===== src/design/kms_pkg.sv =====
// Shared constants and types of the key matrix scanner.
// No dependencies; imported by every module of the block.
package kms_pkg;

  localparam int ROWS    = 8;
  localparam int COLUMNS = 8;

  localparam int ROW_W = (ROWS > 1) ? $clog2(ROWS) : 1;
  localparam int COL_W = (COLUMNS > 1) ? $clog2(COLUMNS) : 1;

  localparam int LEVEL_W    = 8;
  localparam int DRIVE_W    = 8;
  localparam int CODE_W     = 6;
  localparam int CODE_ROW_W = 3;
  localparam int CODE_COL_W = 3;
  localparam int SCAN_W     = 16;
  localparam int LOCK_W     = 24;

  localparam int CFG_DATA_W  = 24;
  localparam int CFG_INDEX_W = 1;

  localparam logic [CFG_INDEX_W-1:0] REG_SCAN_PERIOD    = 1'b0;
  localparam logic [CFG_INDEX_W-1:0] REG_LOCKOUT_PERIOD = 1'b1;

  localparam logic [SCAN_W-1:0] SCAN_PERIOD_RESET    = 16'd125;
  localparam logic [LOCK_W-1:0] LOCKOUT_PERIOD_RESET = 24'd250000;

  // Control broadcast to every column lane.
  typedef struct packed {
    logic             accept;
    logic             clear;
    logic [ROW_W-1:0] row;
  } lane_ctrl_t;

endpackage


===== src/design/key_matrix_scanner_with_lockout_core.sv =====
// Key matrix scanner with lockout: top level, counters and config registers.
// Depends on kms_pkg, kms_lane and kms_merge.
// Each request is held in the merge stage before its results enter the output register.
// in_stall holds until the last result loads; the merge emits one result a cycle unless stalled.
// Reset: rst (synchronous) clears row, counters, reported map and pipeline; periods go to
// 125 and 250000.
module key_matrix_scanner_with_lockout_core (
  input  logic                              clk,
  input  logic                              rst,
  input  logic                              cfg_write,
  input  logic [kms_pkg::CFG_INDEX_W-1:0]   cfg_index,
  input  logic [kms_pkg::CFG_DATA_W-1:0]    cfg_data,
  input  logic                              in_valid,
  output logic                              in_stall,
  input  logic [kms_pkg::LEVEL_W-1:0]       column_levels,
  output logic                              out_valid,
  input  logic                              out_stall,
  output logic [kms_pkg::CODE_W-1:0]        key_code,
  output logic                              key_valid,
  output logic                              last,
  output logic [kms_pkg::DRIVE_W-1:0]       row_drive
);
  import kms_pkg::*;

  // Configuration registers.
  logic [SCAN_W-1:0] scan_period;
  logic [LOCK_W-1:0] lockout_period;

  // Scan and lockout state.
  logic [ROW_W-1:0]  row_index;
  logic [SCAN_W-1:0] scan_count;
  logic [LOCK_W-1:0] lockout_count;

  logic [ROW_W-1:0]   row_index_next;
  logic [SCAN_W-1:0]  scan_inc;
  logic [LOCK_W-1:0]  lock_inc;
  logic [COLUMNS-1:0] fire;
  logic               any_fire;
  logic               accept;
  logic               full;
  lane_ctrl_t         ctrl;

  assign accept   = in_valid && !in_stall;
  assign in_stall = full;
  assign any_fire = |fire;

  assign scan_inc = scan_count + SCAN_W'(1);
  assign lock_inc = lockout_count + LOCK_W'(1);
  assign row_index_next = (row_index == ROW_W'(ROWS - 1)) ? '0 : row_index + ROW_W'(1);

  // Clear the reported map only on a request with no report, once the idle
  // count reaches or passes the lockout period.
  assign ctrl = '{accept: accept,
                  clear:  !any_fire && (lock_inc >= lockout_period),
                  row:    row_index};

  always_ff @(posedge clk) begin
    if (rst) begin
      scan_period    <= SCAN_PERIOD_RESET;
      lockout_period <= LOCKOUT_PERIOD_RESET;
    end else if (cfg_write) begin
      unique case (cfg_index)
        REG_SCAN_PERIOD:    scan_period    <= cfg_data[SCAN_W-1:0];
        REG_LOCKOUT_PERIOD: lockout_period <= cfg_data[LOCK_W-1:0];
        default: ;
      endcase
    end
  end

  always_ff @(posedge clk) begin
    if (rst) begin
      row_index     <= '0;
      scan_count    <= '0;
      lockout_count <= '0;
    end else if (accept) begin
      // Restart lockout on any report, else advance and wrap on reaching the period.
      if (any_fire || ctrl.clear) begin
        lockout_count <= '0;
      end else begin
        lockout_count <= lock_inc;
      end
      // Advance the row once the scan count reaches the period; a zero period acts as one.
      if (scan_inc >= scan_period) begin
        scan_count <= '0;
        row_index  <= row_index_next;
      end else begin
        scan_count <= scan_inc;
      end
    end
  end

  // One lane per column, each holding its previous level and reported bits.
  for (genvar c = 0; c < COLUMNS; c++) begin : g_lane
    kms_lane u_lane (
      .clk   (clk),
      .rst   (rst),
      .ctrl  (ctrl),
      .level (column_levels[c]),
      .fire  (fire[c])
    );
  end

  // Serialize the lanes' reports, or one idle result, into the output register.
  kms_merge u_merge (
    .clk       (clk),
    .rst       (rst),
    .load      (accept),
    .fire      (fire),
    .row       (row_index),
    .out_stall (out_stall),
    .full      (full),
    .out_valid (out_valid),
    .key_code  (key_code),
    .key_valid (key_valid),
    .last      (last),
    .row_drive (row_drive)
  );

endmodule


===== src/design/kms_lane.sv =====
// One column lane: edge detection and the column's slice of the reported map.
// Depends on kms_pkg.
module kms_lane (
  input  logic                clk,
  input  logic                rst,
  input  kms_pkg::lane_ctrl_t ctrl,
  input  logic                level,
  output logic                fire
);
  import kms_pkg::*;

  logic            prev;
  logic [ROWS-1:0] hit;

  // New report: rising edge on a key of the current row not yet reported.
  assign fire = level & ~prev & ~hit[ctrl.row];

  always_ff @(posedge clk) begin
    if (rst) begin
      prev <= 1'b0;
      hit  <= '0;
    end else if (ctrl.accept) begin
      prev <= level;
      if (ctrl.clear) begin
        hit <= '0;
      end else if (fire) begin
        hit[ctrl.row] <= 1'b1;
      end
    end
  end

endmodule


===== src/design/kms_merge.sv =====
// Merge stage: holds the lanes' report mask of one request and emits one result per
// cycle unless the output stalls, lowest column first, into the output register.
// Depends on kms_pkg.
module kms_merge (
  input  logic                                clk,
  input  logic                                rst,
  input  logic                                load,
  input  logic [kms_pkg::COLUMNS-1:0]         fire,
  input  logic [kms_pkg::ROW_W-1:0]           row,
  input  logic                                out_stall,
  output logic                                full,
  output logic                                out_valid,
  output logic [kms_pkg::CODE_W-1:0]          key_code,
  output logic                                key_valid,
  output logic                                last,
  output logic [kms_pkg::DRIVE_W-1:0]         row_drive
);
  import kms_pkg::*;

  logic               batch_valid;
  logic [COLUMNS-1:0] batch_mask;
  logic [ROW_W-1:0]   batch_row;

  logic [COL_W-1:0]   sel;
  logic [COLUMNS-1:0] rest;
  logic               is_last;
  logic               out_load;

  always_comb begin
    sel = '0;
    for (int c = COLUMNS - 1; c >= 0; c--) begin
      if (batch_mask[c]) begin
        sel = COL_W'(c);
      end
    end
  end

  assign rest     = batch_mask & (batch_mask - COLUMNS'(1));
  assign is_last  = (rest == '0);
  assign out_load = batch_valid && (!out_valid || !out_stall);
  assign full     = batch_valid && !(is_last && out_load);

  always_ff @(posedge clk) begin
    if (rst) begin
      batch_valid <= 1'b0;
      out_valid   <= 1'b0;
    end else begin
      if (out_load) begin
        out_valid <= 1'b1;
      end else if (out_valid && !out_stall) begin
        out_valid <= 1'b0;
      end
      if (load) begin
        batch_valid <= 1'b1;
      end else if (out_load && is_last) begin
        batch_valid <= 1'b0;
      end
    end
  end

  always_ff @(posedge clk) begin
    if (out_load) begin
      key_code  <= (batch_mask == '0) ? '0 : {CODE_ROW_W'(batch_row), CODE_COL_W'(sel)};
      key_valid <= (batch_mask != '0);
      last      <= is_last;
      row_drive <= DRIVE_W'(1) << batch_row;
    end
    if (load) begin
      batch_mask <= fire;
      batch_row  <= row;
    end else if (out_load) begin
      batch_mask <= rest;
    end
  end

endmodule


===== config.mk =====
export PLATFORM = sky130hd
export DESIGN_NAME = key_matrix_scanner_with_lockout_core
export DESIGN_NICKNAME = d
export VERILOG_FILES = /design/src/design/kms_pkg.sv /design/src/design/key_matrix_scanner_with_lockout_core.sv /design/src/design/kms_lane.sv /design/src/design/kms_merge.sv
export SDC_FILE = /design/constraint.sdc
export NUM_CORES = 1
export LEC_CHECK = 0
export BUFFER_PORTS_ARGS = -buffer_cell sky130_fd_sc_hd__buf_2
export CAP_MARGIN = 0
export CORE_MARGIN = 2
export CORE_UTILIZATION = 66
export DETAILED_ROUTE_END_ITERATION = 12
export GPL_TIMING_DRIVEN = 0
export HOLD_SLACK_MARGIN = 0.15
export PLACE_DENSITY = 0.87
export SETUP_SLACK_MARGIN = 0.4
export SLEW_MARGIN = 20
export SYNTH_ARGS = -nofsm -noshare
export SYNTH_HDL_FRONTEND = slang
export SYNTH_SLANG_ARGS = --single-unit

===== constraint.sdc =====
create_clock -name clk -period 7.29 [get_ports clk]
set_input_delay 1.0935 -clock clk [delete_from_list [all_inputs] [get_ports clk]]
set_output_delay 1.0935 -clock clk [all_outputs]
set_load 0.05 [all_outputs]

# Yosys cells after proc, flatten, opt, wreduce, memory -nomap -nowiden
# Index checks and enable logic that the tools add are counted.
# totals
reg_bits	184
input_bits	38
output_inout_bits	18
elab_cells	177
# classes
add_sub_neg	4
magnitude_cmp	4
eq_ne	1
shifts	1
n_mux	50
bitwise_logic	42
n_reduce_logical	43
# op_table
cell	count
8-bit 2-to-1 mux	18
8-bit bitwise OR	8
24-bit by 1-bit adder with 24-bit output, second input constant	1
1-bit binary-select mux with 3-bit select	8
24-bit >= comparator	1
24-bit 2-to-1 mux	1
2-bit AND reduction	11
2-bit nonzero test	11
1-bit NOT	17
16-bit by 1-bit adder with 16-bit output, second input constant	1
1-bit AND	16
16-bit >= comparator	1
8-bit zero test	2
16-bit 2-to-1 mux	1
3-bit 2-to-1 mux	5
1-bit 2-to-1 mux	14
8-bit AND	1
8-bit nonzero test	1
8-bit OR reduction	1
1-bit by 3-bit left shift with 8-bit output, first input constant	1
8-bit by 1-bit subtractor with 8-bit output, second input constant	1
1-bit logical AND	7
1-bit zero test	5
5-bit OR reduction	1
other kinds (9)	11

# Logic depth before layout (Yosys ltp)
# Gate-level depths: netlist of the first run.
# depth
word_depth	9
ltp_mapped	17
ltp_nobuf	15

# Modules after synthesis
# A second synthesis of the first run with hierarchy kept.
# hier_totals
hier_cells	1173
hier_area_um2	10043.4
# modules_own_cells
mod	instances	cells_each	area_per_inst_um2	seq_area_each_um2
key_matrix_scanner_with_lockout_core	1	665	5126.2	1661.6
kms_lane at g_lane[0].u_lane ...	7	50	449.2	180.2
kms_merge	1	100	1252.5	850.8
kms_lane at g_lane[7].u_lane	1	58	520.5	180.2

# Least setup slack after synthesis of the first run
# OpenSTA, ideal clock, no wires.
# synth_timing
kind	register to register
from	register scan_count[0]
to	register row_index[0]
arrival_time_ns	3.524
path_slack_ns	3.646
stages_incl_launch_ff	13
cell_sequence	dfxtp_1 -> ha_1 -> nand3_1 -> nor4_1 -> and3_1 -> nand3_1 -> xnor2_1 -> ha_1 -> and3_1 -> o2111ai_1 -> or4_1 -> a31oi_2 -> mux2_2
# synth_between
elab_chain_cells	3
# synth_rtl
item	line_no	rtl
start: declaration	key_matrix_scanner_with_lockout_core.sv:31	logic [SCAN_W-1:0] scan_count;
start signal: assignment	key_matrix_scanner_with_lockout_core.sv:87	scan_count <= scan_inc;
16-bit by 1-bit adder with 16-bit output	key_matrix_scanner_with_lockout_core.sv:47	assign scan_inc = scan_count + SCAN_W'(1);
16-bit >= comparator	key_matrix_scanner_with_lockout_core.sv:83	if (scan_inc >= scan_period) begin
2-bit AND reduction (no line)	--	
end signal: assignment	key_matrix_scanner_with_lockout_core.sv:85	row_index <= row_index_next;
end: declaration	key_matrix_scanner_with_lockout_core.sv:30	logic [ROW_W-1:0] row_index;
# No other way between the ends.
# A chain may end at the register's enable or synchronous reset.

# Final worst setup path of the first run
# layout_timing
from	register lockout_count[4]
to	register lockout_count[4]
# layout_between
elab_chain_cells	5
# layout_rtl
item	line_no	rtl
start: declaration	key_matrix_scanner_with_lockout_core.sv:32	logic [LOCK_W-1:0] lockout_count;
start signal: assignment	key_matrix_scanner_with_lockout_core.sv:80	lockout_count <= lock_inc;
24-bit by 1-bit adder with 24-bit output (*)	key_matrix_scanner_with_lockout_core.sv:48	assign lock_inc = lockout_count + LOCK_W'(1);
24-bit >= comparator	key_matrix_scanner_with_lockout_core.sv:54	clear: !any_fire && (lock_inc >= lockout_period),
1-bit logical AND	key_matrix_scanner_with_lockout_core.sv:54	
1-bit logical OR	key_matrix_scanner_with_lockout_core.sv:77	if (any_fire || ctrl.clear) begin
24-bit 2-to-1 mux (*)	key_matrix_scanner_with_lockout_core.sv:77	
# Mark *: on every way between the ends. The rest lies on a longest branch, timed or not.

==> results of run 1 <==
## flip-flops by register name, summed over array words and instances (netlist names)
signal,flops
g_lane.u_lane.hit,64
lockout_count,24
lockout_period,24
scan_count,16
scan_period,16
g_lane.u_lane.prev,8
u_merge.batch_mask,8
u_merge.row_drive,8
u_merge.key_code,6
row_index,3
u_merge.batch_row,3
u_merge.batch_valid,1
u_merge.key_valid,1
u_merge.last,1
u_merge.out_valid,1
## stage by stage
step	total power, mW	instance area, um2	hold WS (ns)	util, %
floorplan	1.29	9230	0.429	-
global placement	1.35	9730	0.437	70.6
detailed placement	1.36	9730	0.442	70.7
CTS	2.25	10300	0.452	74.9
global route	2.33	10300	0.473	74.9
finish	2.26	10300	0.451	74.9
## worst max-delay path by stage
| stage | from | to | slack [ns] | cells after the start |
|---|---|---|---|---|
| after floorplan | scan_count[0]$_SDFFE_PP0P_ | row_index[0]$_SDFFE_PP0P_ | 3.65 | 12 |
| after global placement | scan_count[0]$_SDFFE_PP0P_ | scan_count[5]$_SDFFE_PP0P_ | 3.10 | 13 |
| after detailed placement | scan_count[0]$_SDFFE_PP0P_ | scan_count[8]$_SDFFE_PP0P_ | 3.02 | 13 |
| after CTS | scan_count[0]$_SDFFE_PP0P_ | scan_count[4]$_SDFFE_PP0P_ | 2.96 | 13 |
| after global routing | lockout_count[4]$_SDFFE_PP0P_ | lockout_count[4]$_SDFFE_PP0P_ | 2.51 | 14 |
| final | lockout_count[4]$_SDFFE_PP0P_ | lockout_count[4]$_SDFFE_PP0P_ | 2.92 | 14 |
## critical path: stages, from the launching register on
cell,delay (ns)
sky130_fd_sc_hd__dfxtp_1,0.31
sky130_fd_sc_hd__clkbuf_1,0.26
sky130_fd_sc_hd__nand3_1,0.16
sky130_fd_sc_hd__nor3_1,0.24
sky130_fd_sc_hd__nand3_1,0.34
sky130_fd_sc_hd__nor2_1,0.24
sky130_fd_sc_hd__xor2_1,0.25
sky130_fd_sc_hd__ha_1,0.32
sky130_fd_sc_hd__nand4_1,0.20
sky130_fd_sc_hd__nor4_1,0.10
sky130_fd_sc_hd__a311o_1,0.35
sky130_fd_sc_hd__o41ai_1,0.52
sky130_fd_sc_hd__nor4b_4,0.48
sky130_fd_sc_hd__nand2_1,0.28
sky130_fd_sc_hd__o211ai_1,0.23
## cells by family (layout without fill, tap and decap cells)
kind of cell / after synthesis / count (layout) / share of synthesized area (%)
simple gates: 407 / 407 / 22.7
compound gates: 229 / 229 / 16.1
flops: 184 / 184 / 42.9
buf+inv: 126 / 213 / 6.18
fa+ha+maj: 44 / 44 / 5.97
xor+xnor: 41 / 41 / 3.89
mux: 20 / 20 / 2.26
## area by class of cell
| class | instances | area share, % |
|---|---|---|
| clock buffers | 19 | 4.50 |
| inverters | 54 | 1.97 |
| multi-input cells | 741 | 45.7 |
| clock inverters | 13 | 1.13 |
| flip-flops and latches | 184 | 38.3 |
| plain buffers | 72 | 3.57 |
| well taps | 180 | 2.18 |
| repair buffers | 55 | 2.67 |
## metal layers
metal,track usage [%],share of wire (%),up-vias
met4,12.2,2.9,0
met2,52.5,49,258
met5,0,0,-
met1,39.0,42,3770
met3,7.02,6.2,60
li1,-,-,3849
## power breakdown
group / internal [mW] / leakage, nW / switching [mW] / total (mW)
combinational: 0.0811 / 2.39 / 0.163 / 0.244
clock: 0.501 / 0.277 / 0.414 / 0.915
sequential: 1.07 / 1.54 / 0.0242 / 1.10
total: 1.65 / 4.20 / 0.601 / 2.26
## cells in the final DEF (no fill, tap or decap), drive strengths merged, types with 17 or more instances in the layout
cell type,netlist,routed
inv,54,57
xor2,20,20
nor3,92,92
edfxtp,27,27
nand3,21,21
ha,44,44
o211ai,17,17
nand2,146,146
a21oi,118,118
xnor2,21,21
o21ai,22,22
dfxtp,157,157
nor2,45,45
buf,38,93
clkbuf,34,53
## synth_stat cells (6+ instances only)
cell type and number:
sky130_fd_sc_hd__dfxtp_1 157, sky130_fd_sc_hd__nand2_1 146, sky130_fd_sc_hd__a21oi_1 118, sky130_fd_sc_hd__nor3_1 71
sky130_fd_sc_hd__inv_1 53, sky130_fd_sc_hd__ha_1 44, sky130_fd_sc_hd__nor2_1 44, sky130_fd_sc_hd__clkbuf_1 34
sky130_fd_sc_hd__edfxtp_1 27, sky130_fd_sc_hd__buf_2 21, sky130_fd_sc_hd__nand3_1 21, sky130_fd_sc_hd__nor3_2 21
sky130_fd_sc_hd__xnor2_1 21, sky130_fd_sc_hd__o21ai_0 20, sky130_fd_sc_hd__xor2_1 20, sky130_fd_sc_hd__o211ai_1 17
sky130_fd_sc_hd__mux2i_1 16, sky130_fd_sc_hd__and2_1 14, sky130_fd_sc_hd__nand2b_1 14, sky130_fd_sc_hd__and3_1 13
sky130_fd_sc_hd__nand4_1 11, sky130_fd_sc_hd__a32o_1 10, sky130_fd_sc_hd__nand3b_1 10, sky130_fd_sc_hd__or2_2 10
sky130_fd_sc_hd__nor2b_1 8, sky130_fd_sc_hd__a31oi_1 7, sky130_fd_sc_hd__buf_6 7, sky130_fd_sc_hd__a211o_1 6
==> summary.json, run 1 <==
{
  "drt": {
    "wl_um": 22700,
    "final_antenna_net_count": 0,
    "post-route-drc-count": 0,
    "detailedRoute.firstIterationViolations": 777,
    "detailedRoute.firstPassIterationCount": 5,
    "detail_route.vias_per_cell": 6.02,
    "wl_per_cell_um": 17.2,
    "dr_total_vias": 7937
  },
  "outcome": {
    "status": "finished, final reports clean"
  },
  "placed_design": {
    "place_hpwl_um": 15700,
    "place.detailed.instances": 1286,
    "gp_congestion": 0.895,
    "place_worst_setup_slack_ns": 3.02,
    "port-buffer-count": 55
  },
  "synth": {
    "synth_area_per_cell_um2": 8.78,
    "synth_area_leader_cell": "sky130_fd_sc_hd__dfxtp_1",
    "synth-seq-area-share_pct": 42.9,
    "yosysWarnings": 0,
    "async_flop_share_pct": 0,
    "synth_area_leaders": "sky130_fd_sc_hd__dfxtp_1, sky130_fd_sc_hd__edfxtp_1, sky130_fd_sc_hd__a21oi_1, sky130_fd_sc_hd__ha_1, sky130_fd_sc_hd__nand2_1",
    "postSynthRegisterBits": 184,
    "syn_nets": 1133,
    "postSynth.topFlopCell": "sky130_fd_sc_hd__dfxtp_1",
    "netlist-cell-type-count": 69,
    "synth_largest_type_area_fraction_pct": 34.1,
    "mapped_cells": 1051,
    "synth-edff-count": 27,
    "syn-cell-area_um2": 9230
  },
  "clock_network": {
    "h-tree-depth": 4,
    "cts_setup_buffers": 0,
    "clockBufferDepth": 2,
    "ctsHoldBuffers": 0,
    "clk_transition_reported_paths_ns": 0.07,
    "cts_root_buffer": "sky130_fd_sc_hd__clkbuf_16",
    "tritoncts_num_sinks": 184,
    "clkLatencyLatePin_ns": 0.45,
    "cts_tree": "built",
    "post_cts_resize_count": 0,
    "cts_made_buffers": 17
  },
  "sta": {
    "slew-limit-headroom_pct": 40.2,
    "finalCriticalPeriod_ns": 4.37,
    "report.final.slew_viol_count": 0,
    "worst-slew-pin-transition_ns": 0.896,
    "totalNegativeSetupSlack_ns": 0,
    "setup_repair_after_global_routing_missed_its_margin": "false",
    "report.final.hold_viol_count": 0,
    "final_setup_viols": 0,
    "max_freq_mhz": 229,
    "finalWorstSetupSlack_ns": 2.92,
    "worst_clock_skew_ns": 0.0114,
    "post-route-period-util_pct": 59.9
  },
  "final_layout": {
    "finish.cell_count_without_fillers": 1318,
    "multi_input_area_um2": 4710,
    "final_nets": 1207,
    "area.growth.synth_to_final_pct": 11.8,
    "antennaDiodeCount": 0,
    "seq_area_um2": 3950,
    "drive_above_1_share_pct": 15.1,
    "fillerInstances": 1021
  },
  "floorplanning": {
    "ports": 56,
    "floorplan.die_area_um2": 14900,
    "floorplan.die.width_um": 122,
    "core_area_um2": 13800,
    "initial_utilization_pct": 67.0,
    "floorplan.die.height_um": 122,
    "row_count": 43
  },
  "run": {
    "max-cap-violations": 0
  },
  "setup_path": {
    "critical_path.startpoint_type": "register",
    "timing.critical_path.to_type": "register",
    "cp_max_fo": 9,
    "critPathRequiredTime_ns": 7.65,
    "setup.worst_path.class": "register to register",
    "reg2reg_setup_slack_ns": 2.92,
    "crit_arrival_ns": 4.73,
    "reg2reg_launch_point": "lockout_count[4]$_SDFFE_PP0P_",
    "worst-r2r-cell-count": 14,
    "worst_reg2reg_path_endpoint": "lockout_count[4]$_SDFFE_PP0P_"
  },
  "hold_path": {
    "whs_endpoint": "g_lane[5].u_lane.prev$_SDFFE_PP0P_",
    "hold_depth": 2,
    "holdCritPathClass": "register to register",
    "worst_hold_startpoint": "g_lane[5].u_lane.prev$_SDFFE_PP0P_"
  },
  "grt": {
    "global_route.overflow_total": 0,
    "grt_use_total_pct": 31.2,
    "grt_pass1_vias": 7481,
    "antenna_found_initial": 0,
    "first_pass_grt_wire_length_um": 36400,
    "largest_net_degree_at_the_start_of_global_routing": 17
  },
  "power": {
    "cellLeakagePower_nw": 4.20,
    "vdd_drop_max_uv": 196,
    "power_per_standard_cell_area_nw_per_um2": 219
  }
}
(Power assumes the default switching activity.)
==> run 2: changes to the inputs <==
--- a/config.mk
+++ b/config.mk
@@ -8,11 +8,11 @@
 export BUFFER_PORTS_ARGS = -buffer_cell sky130_fd_sc_hd__buf_2
 export CAP_MARGIN = 0
 export CORE_MARGIN = 2
-export CORE_UTILIZATION = 66
+export CORE_UTILIZATION = 55
 export DETAILED_ROUTE_END_ITERATION = 12
 export GPL_TIMING_DRIVEN = 0
 export HOLD_SLACK_MARGIN = 0.15
-export PLACE_DENSITY = 0.87
+export PLACE_DENSITY = 0.77
 export SETUP_SLACK_MARGIN = 0.4
 export SLEW_MARGIN = 20
 export SYNTH_ARGS = -nofsm -noshare
==> constraint.sdc (replaced) <==
create_clock -name clk -period 3.7 [get_ports clk]
set_input_delay 0.555 -clock clk [delete_from_list [all_inputs] [get_ports clk]]
set_output_delay 0.555 -clock clk [all_outputs]
set_load 0.05 [all_outputs]
==> run 2 against run 1 <==
Largest cell class unchanged. Non-clock buffer count up 67. Clock-buffer cell count up 3. Sequential share of layout area shrank 6.0 points.
==> summary.json, run 2 (synthesized netlist as in run 1, its figures left out) <==
{
  "outcome": {
    "status": "finished, final reports clean"
  },
  "drt": {
    "m1WireLength": {"value": 11300, "unit": "um", "change": "+18%"},
    "post-route-drc-count": {"value": 0, "change": "unchanged"},
    "wl": {"value": 29500, "unit": "um", "change": "+30%"},
    "route.top_layer_used": "met4",
    "wl_met3": {"value": 2240, "unit": "um", "change": "+60%"},
    "wl_per_cell": {"value": 20.7, "unit": "um", "change": "+21%"},
    "detailedRoute.firstIterationViolations": {"value": 996, "change": "+28%"},
    "dr_total_vias": {"value": 9016, "change": "+14%"},
    "detailedRoute.firstPassIterationCount": {"value": 6, "change": "+1"},
    "final_antenna_net_count": {"value": 0, "change": "unchanged"},
    "met2WireLength": {"value": 14300, "unit": "um", "change": "+30%"},
    "detail_route.vias_per_cell": {"value": 6.33, "change": "+5.1%"}
  },
  "final_layout": {
    "final_cell_area": {"value": 12400, "unit": "um2", "change": "+20%"},
    "drive_above_1_share": {"value": 31.5, "unit": "%", "change": "+16 points"},
    "biggestRegsByFlops": "g_lane.u_lane.hit: 64 flops, lockout_count: 24 flops, lockout_period: 24 flops",
    "final_common_cell": "sky130_fd_sc_hd__nand2_1",
    "area.growth.synth_to_final_pct": 34.4,
    "largest_register_ffs": {"value": 64, "change": "unchanged"},
    "final_core_occ": {"value": 75.3, "unit": "%", "change": "+0.41 points"},
    "seq_area": {"value": 4010, "unit": "um2", "change": "+1.3%"},
    "multi_input_area": {"value": 5750, "unit": "um2", "change": "+22%"},
    "antennaDiodeCount": {"value": 0, "change": "unchanged"},
    "final_nets": {"value": 1274, "change": "+5.6%"},
    "fillerInstances": {"value": 1047, "change": "+2.5%"},
    "final_cell_mix": "sky130_fd_sc_hd__nand2_1, sky130_fd_sc_hd__dfxtp_1, sky130_fd_sc_hd__a21oi_1, sky130_fd_sc_hd__buf_2, sky130_fd_sc_hd__inv_1",
    "top_register": "g_lane.u_lane.hit"
  },
  "sta": {
    "finalCriticalPeriod": {"value": 3.52, "unit": "ns", "change": "-0.848 ns"},
    "report.final.slew_viol_count": {"value": 0, "change": "unchanged"},
    "slew-limit-headroom": {"value": 29.3, "unit": "%", "change": "-11 points"},
    "max_freq": {"value": 284, "unit": "MHz", "change": "+24%"},
    "setup_repair_after_global_routing_missed_its_margin": "true",
    "report.final.hold_viol_count": {"value": 0, "change": "unchanged"},
    "worst_clock_skew": {"value": 0.0118, "unit": "ns", "change": "+0.000402 ns"},
    "final_setup_viols": {"value": 0, "change": "unchanged"},
    "post-route-period-util": {"value": 95.2, "unit": "%", "change": "+35 points"},
    "worst-slew-pin-transition": {"value": 1.06, "unit": "ns", "change": "+0.165 ns"},
    "totalNegativeSetupSlack": {"value": 0, "unit": "ns", "change": "unchanged"}
  },
  "power": {
    "power_per_standard_cell_area": {"value": 385, "unit": "nW/um2", "change": "+76%"},
    "vdd_drop_max": {"value": 321, "unit": "uV", "change": "+64%"},
    "cellLeakagePower": {"value": 4.80, "unit": "nW", "change": "+14%"}
  },
  "placed_design": {
    "gp_congestion": {"value": 0.873, "change": "-2.4%"},
    "port-buffer-count": {"value": 55, "change": "unchanged"},
    "place_hpwl": {"value": 16000, "unit": "um", "change": "+2.0%"},
    "post_place_cell_area": {"value": 9870, "unit": "um2", "change": "+1.4%"}
  },
  "setup_path": {
    "timing.critical_path.to_type": "register",
    "cp_max_fo": {"value": 7, "change": "-2"},
    "worst_reg2reg_path_endpoint": "lockout_count[10]$_SDFFE_PP0P_",
    "critical_path.startpoint_type": "register",
    "crit_arrival": {"value": 3.90, "unit": "ns", "change": "-0.83 ns"},
    "worst-r2r-cell-count": {"value": 18, "change": "+4"},
    "reg2reg_launch_point": "lockout_count[4]$_SDFFE_PP0P_",
    "setup.worst_path.class": "register to register",
    "reg2reg_setup_slack": {"value": 0.18, "unit": "ns", "change": "-2.74 ns"},
    "critPathRequiredTime": {"value": 4.07, "unit": "ns", "change": "-3.58 ns"}
  },
  "grt": {
    "grt_use_total": {"value": 29.3, "unit": "%", "change": "-1.9 points"},
    "first_pass_grt_wire_length": {"value": 41600, "unit": "um", "change": "+14%"},
    "antenna_found_initial": {"value": 0, "change": "unchanged"},
    "largest_net_degree_at_the_start_of_global_routing": {"value": 17, "change": "unchanged"},
    "grt_pass1_vias": {"value": 8293, "change": "+11%"},
    "global_route.overflow_total": {"value": 0, "change": "unchanged"}
  },
  "hold_path": {
    "hold_depth": {"value": 2, "change": "unchanged"},
    "whs_endpoint": "scan_period[3]$_SDFFE_PP1P_",
    "worst_hold_startpoint": "cfg_data[3]",
    "holdCritPathClass": "input pin to register"
  },
  "floorplanning": {
    "floorplan.die.width": {"value": 134, "unit": "um", "change": "+9.2%"},
    "floorplan.die.height": {"value": 134, "unit": "um", "change": "+9.2%"},
    "core_area": {"value": 16500, "unit": "um2", "change": "+20%"},
    "ports": {"value": 56, "change": "unchanged"},
    "initial_utilization": {"value": 56.0, "unit": "%", "change": "-11 points"},
    "row_count": {"value": 47, "change": "+9.3%"},
    "floorplan.die_area": {"value": 17800, "unit": "um2", "change": "+19%"}
  },
  "clock_network": {
    "tritoncts_num_sinks": {"value": 184, "change": "unchanged"},
    "cts_tree": "built",
    "clkLatencyLatePin": {"value": 0.44, "unit": "ns", "change": "about the same"},
    "cts_made_buffers": {"value": 17, "change": "unchanged"},
    "ctsHoldBuffers": {"value": 0, "change": "unchanged"},
    "clockBufferDepth": {"value": 2, "change": "unchanged"},
    "clk_transition_reported_paths": {"value": 0.07, "unit": "ns", "change": "about the same"},
    "h-tree-depth": {"value": 4, "change": "unchanged"},
    "cts_root_buffer": "sky130_fd_sc_hd__clkbuf_16"
  },
  "run": {
    "max-cap-violations": {"value": 0, "change": "unchanged"}
  }
}
run 2: cell types whose count changed in the layout (fill, tap and decap cells not counted), sizes merged:
cell / before / now
bufinv: 1 / 4
clkbuf: 53 / 62
clkinvlp: 4 / 3
inv: 57 / 54
buf: 93 / 154
clkinv: 5 / 3
run 2: layout make-up:
class	count	area share, %
Tap cell	220	2.22
Sequential cell	184	32.3
Inverter	54	1.63
Clock inverter	10	1.33
Buffer	72	3.90
Timing Repair Buffer	122	8.22
Multi-Input combinational cell	741	46.4
Clock buffer	22	4.01
run 2: power breakdown:
group	internal (mW)	switching (mW)	total [mW]
Sequential	2.11	0.0525	2.16
Combinational	0.195	0.373	0.568
Clock	1.23	0.808	2.04
Total	3.53	1.23	4.77
run 2: worst max-delay path, cell delays in order, from the launching register on:
cell                       delay (ns)
sky130_fd_sc_hd__dfxtp_2         0.32
sky130_fd_sc_hd__clkbuf_8        0.13
sky130_fd_sc_hd__nand3_4         0.09
sky130_fd_sc_hd__nor3_4          0.17
sky130_fd_sc_hd__buf_6           0.13
sky130_fd_sc_hd__nand3_4         0.09
sky130_fd_sc_hd__buf_6           0.17
sky130_fd_sc_hd__nor2_2          0.14
sky130_fd_sc_hd__nand3_1         0.14
sky130_fd_sc_hd__xnor2_2         0.29
sky130_fd_sc_hd__ha_4            0.26
sky130_fd_sc_hd__a21oi_2         0.17
sky130_fd_sc_hd__o21ai_2         0.10
sky130_fd_sc_hd__o41ai_4         0.39
sky130_fd_sc_hd__nor4b_4         0.27
sky130_fd_sc_hd__buf_6           0.20
sky130_fd_sc_hd__buf_12          0.12
sky130_fd_sc_hd__buf_16          0.10
sky130_fd_sc_hd__a32o_1          0.17
run 2: per-layer routing:
metal / global-route usage, % / vias to the layer above
met5: 0 / -
met4: 13.9 / 0
met3: 5.33 / 155
met2: 48.1 / 518
met1: 37.6 / 4356
li1: - / 3987
run 2: repair_timing:
item,CTS,global route
gates resized for setup,138,118
endpoints found under the hold margin,0,0
cloned,6,5
setup buffers,41,15
pin swaps,58,89
setup endpoints to repair,115,115
run 2: how the worst max path moves through the flow:
stage                                  start                             end  slack (ns)  cells after the start
6_report       lockout_count[4]$_SDFFE_PP0P_  lockout_count[10]$_SDFFE_PP0P_        0.18                     18
5_1_grt        lockout_count[4]$_SDFFE_PP0P_   lockout_count[4]$_SDFFE_PP0P_        0.05                     17
4_1_cts        lockout_count[4]$_SDFFE_PP0P_  lockout_count[13]$_SDFFE_PP0P_        0.24                     17
3_5_place_dp   lockout_count[7]$_SDFFE_PP0P_  lockout_count[20]$_SDFFE_PP0P_       -0.19                     14
3_3_place_gp   lockout_count[0]$_SDFFE_PP0P_  lockout_count[20]$_SDFFE_PP0P_       -0.14                     13
2_1_floorplan     scan_count[0]$_SDFFE_PP0P_       row_index[0]$_SDFFE_PP0P_        0.41                     12
run 2: through the flow:
step | hold slack [ns] | power [mW] | worst slack (ns) | instances
5_1_grt | 0.352 | 4.90 | 0.0535 | 1425
6_report | 0.353 | 4.77 | 0.178 | 1425
3_3_place_gp | 0.436 | 2.67 | -0.136 | 1326
4_1_cts | 0.341 | 4.71 | 0.235 | 1405
2_1_floorplan | 0.429 | 2.54 | 0.405 | 1051
3_5_place_dp | 0.444 | 2.68 | -0.194 | 1326
==> run 3: changes to the inputs <==
--- a/config.mk
+++ b/config.mk
@@ -5,6 +5,7 @@
 export SDC_FILE = /design/constraint.sdc
 export NUM_CORES = 1
 export LEC_CHECK = 0
+export ABC_AREA = 1
 export BUFFER_PORTS_ARGS = -buffer_cell sky130_fd_sc_hd__buf_2
 export CAP_MARGIN = 0
 export CORE_MARGIN = 2
==> run 3 against run 2 <==
Highest routed layer unchanged. Clock power is 8% lower. Design area is 9.4% lower. Critical endpoint is now g_lane[3].u_lane.hit[0]$_SDFFE_PP0P_. Critical path type unchanged. Largest cell class unchanged. Critical path depth rose by 4. Total power up 8.1%. Flip-flop and latch count did not move.
==> summary.json, run 3 <==
{
  "sta": {
    "finalHoldWorstSlack": {"value": 0.332, "unit": "ns", "change": "-0.0215 ns"},
    "slew-limit-headroom": {"value": 35.7, "unit": "%", "change": "+6.4 points"},
    "setup_repair_after_global_routing_missed_its_margin": "true",
    "worst_clock_skew": {"value": 0.00839, "unit": "ns", "change": "-0.00339 ns"},
    "worst-slew-pin-transition": {"value": 0.961, "unit": "ns", "change": "-0.0992 ns"},
    "max_freq": {"value": 297, "unit": "MHz", "change": "+4.4%"},
    "final_setup_viols": {"value": 0, "change": "unchanged"},
    "report.final.slew_viol_count": {"value": 0, "change": "unchanged"},
    "report.final.hold_viol_count": {"value": 0, "change": "unchanged"},
    "finalCriticalPeriod": {"value": 3.37, "unit": "ns", "change": "-0.150 ns"},
    "post-route-period-util": {"value": 91.1, "unit": "%", "change": "-4.1 points"}
  },
  "setup_path": {
    "reg2reg_setup_slack": {"value": 0.33, "unit": "ns", "change": "+0.15 ns"},
    "setup.worst_path.class": "register to register",
    "crit_arrival": {"value": 3.70, "unit": "ns", "change": "-0.20 ns"},
    "worst-r2r-cell-count": {"value": 22, "change": "+4"},
    "cp_max_fo": {"value": 5, "change": "-2"},
    "reg2reg_launch_point": "lockout_count[1]$_SDFFE_PP0P_",
    "critPathRequiredTime": {"value": 4.03, "unit": "ns", "change": "-0.04 ns"},
    "worst_reg2reg_path_endpoint": "g_lane[3].u_lane.hit[0]$_SDFFE_PP0P_",
    "critical_path.startpoint_type": "register",
    "timing.critical_path.to_type": "register"
  },
  "synth": {
    "synth-edff-count": {"value": 27, "change": "unchanged"},
    "synth_commonest_cells": "sky130_fd_sc_hd__nand2_1, sky130_fd_sc_hd__inv_1, sky130_fd_sc_hd__dfxtp_1, sky130_fd_sc_hd__a21oi_1, sky130_fd_sc_hd__nand3_1",
    "mapped_cells": {"value": 1230, "change": "+17%"},
    "synth-seq-area-share": {"value": 43.1, "unit": "%", "change": "+0.26 points"},
    "postSynth.topFlopCell": "sky130_fd_sc_hd__dfxtp_1",
    "netlist-cell-type-count": {"value": 32, "change": "-54%"},
    "synth_area_leader_cell": "sky130_fd_sc_hd__dfxtp_1",
    "synth_largest_type_area_fraction": {"value": 34.3, "unit": "%", "change": "+0.20 points"},
    "async_flop_share": {"value": 0, "unit": "%", "change": "unchanged"},
    "synth.most_common_cell": "sky130_fd_sc_hd__nand2_1",
    "synth_area_per_cell": {"value": 7.46, "unit": "um2", "change": "-15%"},
    "yosysWarnings": {"value": 0, "change": "unchanged"},
    "syn-cell-area": {"value": 9170, "unit": "um2", "change": "-0.60%"},
    "synth_area_leaders": "sky130_fd_sc_hd__dfxtp_1, sky130_fd_sc_hd__edfxtp_1, sky130_fd_sc_hd__a21oi_1, sky130_fd_sc_hd__nand2_1, sky130_fd_sc_hd__inv_1",
    "syn_nets": {"value": 1312, "change": "+16%"},
    "postSynthRegisterBits": {"value": 184, "change": "unchanged"}
  },
  "drt": {
    "detailedRoute.firstIterationViolations": {"value": 1008, "change": "+1.2%"},
    "detail_route.vias_per_cell": {"value": 5.64, "change": "-11%"},
    "final_antenna_net_count": {"value": 0, "change": "unchanged"},
    "detailedRoute.firstPassIterationCount": {"value": 6, "change": "unchanged"},
    "wl": {"value": 26000, "unit": "um", "change": "-12%"},
    "dr_total_vias": {"value": 8826, "change": "-2.1%"},
    "post-route-drc-count": {"value": 0, "change": "unchanged"},
    "wl_per_cell": {"value": 16.6, "unit": "um", "change": "-20%"}
  },
  "grt": {
    "largest_net_degree_at_the_start_of_global_routing": {"value": 17, "change": "unchanged"},
    "grt_pass1_vias": {"value": 7606, "change": "-8.3%"},
    "global_route.overflow_total": {"value": 0, "change": "unchanged"},
    "antenna_found_initial": {"value": 0, "change": "unchanged"},
    "first_pass_grt_wire_length": {"value": 37900, "unit": "um", "change": "-8.9%"},
    "grt_use_total": {"value": 27.0, "unit": "%", "change": "-2.3 points"}
  },
  "outcome": {
    "status": "finished, final reports clean"
  },
  "power": {
    "vdd_drop_max": {"value": 327, "unit": "uV", "change": "+1.9%"},
    "cellLeakagePower": {"value": 4.65, "unit": "nW", "change": "-3.1%"},
    "power.switching_fraction": {"value": 31.0, "unit": "%", "change": "+5.1 points"},
    "share_clk_of_total_power": {"value": 36.5, "unit": "%", "change": "-6.3 points"},
    "power_per_standard_cell_area": {"value": 459, "unit": "nW/um2", "change": "+19%"},
    "intPower": {"value": 3.56, "unit": "mW", "change": "+0.74%"},
    "power.sequential.fraction": {"value": 43.7, "unit": "%", "change": "-1.6 points"},
    "combinational_power_share": {"value": 19.7, "unit": "%", "change": "+7.8 points"},
    "switchingPower": {"value": 1.60, "unit": "mW", "change": "+29%"}
  },
  "hold_path": {
    "whs_endpoint": "lockout_period[16]$_SDFFE_PP1P_",
    "worst_hold_startpoint": "cfg_data[16]",
    "hold_depth": {"value": 3, "change": "+1"},
    "holdCritPathClass": "input pin to register"
  },
  "floorplanning": {
    "floorplan.die_area": {"value": 17700, "unit": "um2", "change": "-0.58%"},
    "row_count": {"value": 47, "change": "unchanged"},
    "initial_utilization": {"value": 55.7, "unit": "%", "change": "-0.33 points"},
    "ports": {"value": 56, "change": "unchanged"},
    "floorplan.die.height": {"value": 133, "unit": "um", "change": "-0.29%"},
    "core_area": {"value": 16500, "unit": "um2", "change": "unchanged"},
    "floorplan.die.width": {"value": 133, "unit": "um", "change": "-0.29%"}
  },
  "run": {
    "max-cap-violations": {"value": 0, "change": "unchanged"}
  },
  "placed_design": {
    "gp_congestion": {"value": 0.924, "change": "+5.9%"},
    "post_place_cell_area": {"value": 9720, "unit": "um2", "change": "-1.5%"},
    "port-buffer-count": {"value": 55, "change": "unchanged"},
    "place_hpwl": {"value": 16600, "unit": "um", "change": "+3.8%"}
  },
  "clock_network": {
    "cts_made_buffers": {"value": 17, "change": "unchanged"},
    "clk_transition_reported_paths": {"value": 0.07, "unit": "ns", "change": "about the same"},
    "clockBufferDepth": {"value": 2, "change": "unchanged"},
    "clkLatencyLatePin": {"value": 0.44, "unit": "ns", "change": "about the same"},
    "cts_tree": "built",
    "ctsHoldBuffers": {"value": 0, "change": "unchanged"},
    "tritoncts_num_sinks": {"value": 184, "change": "unchanged"},
    "h-tree-depth": {"value": 4, "change": "unchanged"},
    "cts_root_buffer": "sky130_fd_sc_hd__clkbuf_16"
  },
  "final_layout": {
    "area.growth.synth_to_final_pct": 22.5,
    "final_nets": {"value": 1413, "change": "+11%"},
    "drive_above_1_share": {"value": 18.8, "unit": "%", "change": "-13 points"},
    "final_cell_mix": "sky130_fd_sc_hd__nand2_1, sky130_fd_sc_hd__inv_1, sky130_fd_sc_hd__dfxtp_1, sky130_fd_sc_hd__nand3_1, sky130_fd_sc_hd__nor2_1",
    "antennaDiodeCount": {"value": 0, "change": "unchanged"},
    "final_cell_area": {"value": 11200, "unit": "um2", "change": "-9.4%"},
    "largest_register_ffs": {"value": 64, "change": "unchanged"},
    "biggestRegsByFlops": "g_lane.u_lane.hit: 64 flops, lockout_count: 24 flops, lockout_period: 24 flops",
    "final_common_cell": "sky130_fd_sc_hd__nand2_1",
    "top_register": "g_lane.u_lane.hit"
  }
}
run 3: changes by cell type after synthesis, sizes merged, moves of 16 or more:
cell,previous run,this run
nand3,21,127
nand2,146,191
o21ai,22,87
inv,54,178
a21oi,118,147
nor3,92,27
mux2i,16,0
nor2,45,124
run 3: cell type report:
cell class	instances	area, um2
Buffer	53	313
Clock buffer	18	429
Clock inverter	14	174
Fill cell	1274	5230
Inverter	178	668
Multi-Input combinational cell	816	4770
Sequential cell	184	3970
Tap cell	220	275
Timing Repair Buffer	81	627
run 3: kinds of logic (layout without fill, tap and decap cells):
family	count (synthesis)	after routing	share of synthesized area (%)
fa+ha+maj	44	44	6.00
simple gates	485	486	22.9
buf+inv	231	344	10.4
compound gates	252	252	14.4
xor+xnor	34	34	3.25
flops	184	184	43.1
run 3: worst max path at each step:
stage,cells past startpoint,endpoint,start
after global placement,23,g_lane[2].u_lane.hit[5]$_SDFFE_PP0P_,lockout_count[1]$_SDFFE_PP0P_
after global routing,22,g_lane[7].u_lane.hit[6]$_SDFFE_PP0P_,lockout_count[1]$_SDFFE_PP0P_
after floorplan,23,g_lane[2].u_lane.hit[0]$_SDFFE_PP0P_,lockout_count[0]$_SDFFE_PP0P_
after detailed placement,23,g_lane[6].u_lane.hit[1]$_SDFFE_PP0P_,lockout_count[1]$_SDFFE_PP0P_
after CTS,23,g_lane[6].u_lane.hit[0]$_SDFFE_PP0P_,lockout_count[0]$_SDFFE_PP0P_
final,22,g_lane[3].u_lane.hit[0]$_SDFFE_PP0P_,lockout_count[1]$_SDFFE_PP0P_
run 3: worst max-delay path, stage by stage (launching register included):
cell                        delay [ns]
sky130_fd_sc_hd__dfxtp_4          0.37
sky130_fd_sc_hd__ha_4             0.15
sky130_fd_sc_hd__nand3_4          0.08
sky130_fd_sc_hd__nor2_4           0.11
sky130_fd_sc_hd__nand4_1          0.15
sky130_fd_sc_hd__nor2_2           0.19
sky130_fd_sc_hd__buf_4            0.15
sky130_fd_sc_hd__nand3_4          0.08
sky130_fd_sc_hd__xor2_4           0.22
sky130_fd_sc_hd__ha_4             0.29
sky130_fd_sc_hd__nand2_4          0.05
sky130_fd_sc_hd__nor2_4           0.10
sky130_fd_sc_hd__nand2_2          0.08
sky130_fd_sc_hd__nor2_1           0.09
sky130_fd_sc_hd__nand2_1          0.07
sky130_fd_sc_hd__inv_1            0.07
sky130_fd_sc_hd__nand2_2          0.07
sky130_fd_sc_hd__nand3_4          0.13
sky130_fd_sc_hd__nand3_4          0.13
sky130_fd_sc_hd__o21ai_4          0.28
sky130_fd_sc_hd__clkbuf_16        0.23
sky130_fd_sc_hd__buf_8            0.12
sky130_fd_sc_hd__a21oi_1          0.05
run 3: routing by layer:
metal  vias up  wire length, um  GRT usage, %
li1       4220                -             -
met1      4103            10700          36.7
met2       423            12200          42.9
met3        80             2220          5.21
met4         0              890          10.5
met5         -                0             0
run 3: through the flow:
step                TNS [ns]  std cells  util, %  setup WS, ns  power [mW]
floorplan                  0       1230        -         0.656        2.94
global placement       -2.44       1505     59.0       -0.0494        3.16
detailed placement     -3.81       1505     59.0       -0.0765        3.19
CTS                        0       1544     63.6         0.397        5.05
global route               0       1564     68.2         0.132        5.34
finish                     0       1564     68.2         0.328        5.16
run 3: timing repair:
| action | 4_1_cts | 5_1_grt |
|---|---|---|
| gates resized for setup | 24 | 108 |
| pin swaps | 8 | 22 |
| setup endpoints to repair | 104 | 104 |
| setup buffers | 6 | 12 |
| gates cloned | 1 | 8 |
run 3: power by group through the flow:
| stage | registers, mW | logic, mW | clock network, mW |
|---|---|---|---|
| finish | 2.25 | 1.02 | 1.88 |
| global route | 2.27 | 1.11 | 1.96 |
| CTS | 2.25 | 0.915 | 1.88 |
| detailed placement | 2.29 | 0.895 | 0 |
| global placement | 2.29 | 0.873 | 0 |
| floorplan | 2.34 | 0.598 | 0 |
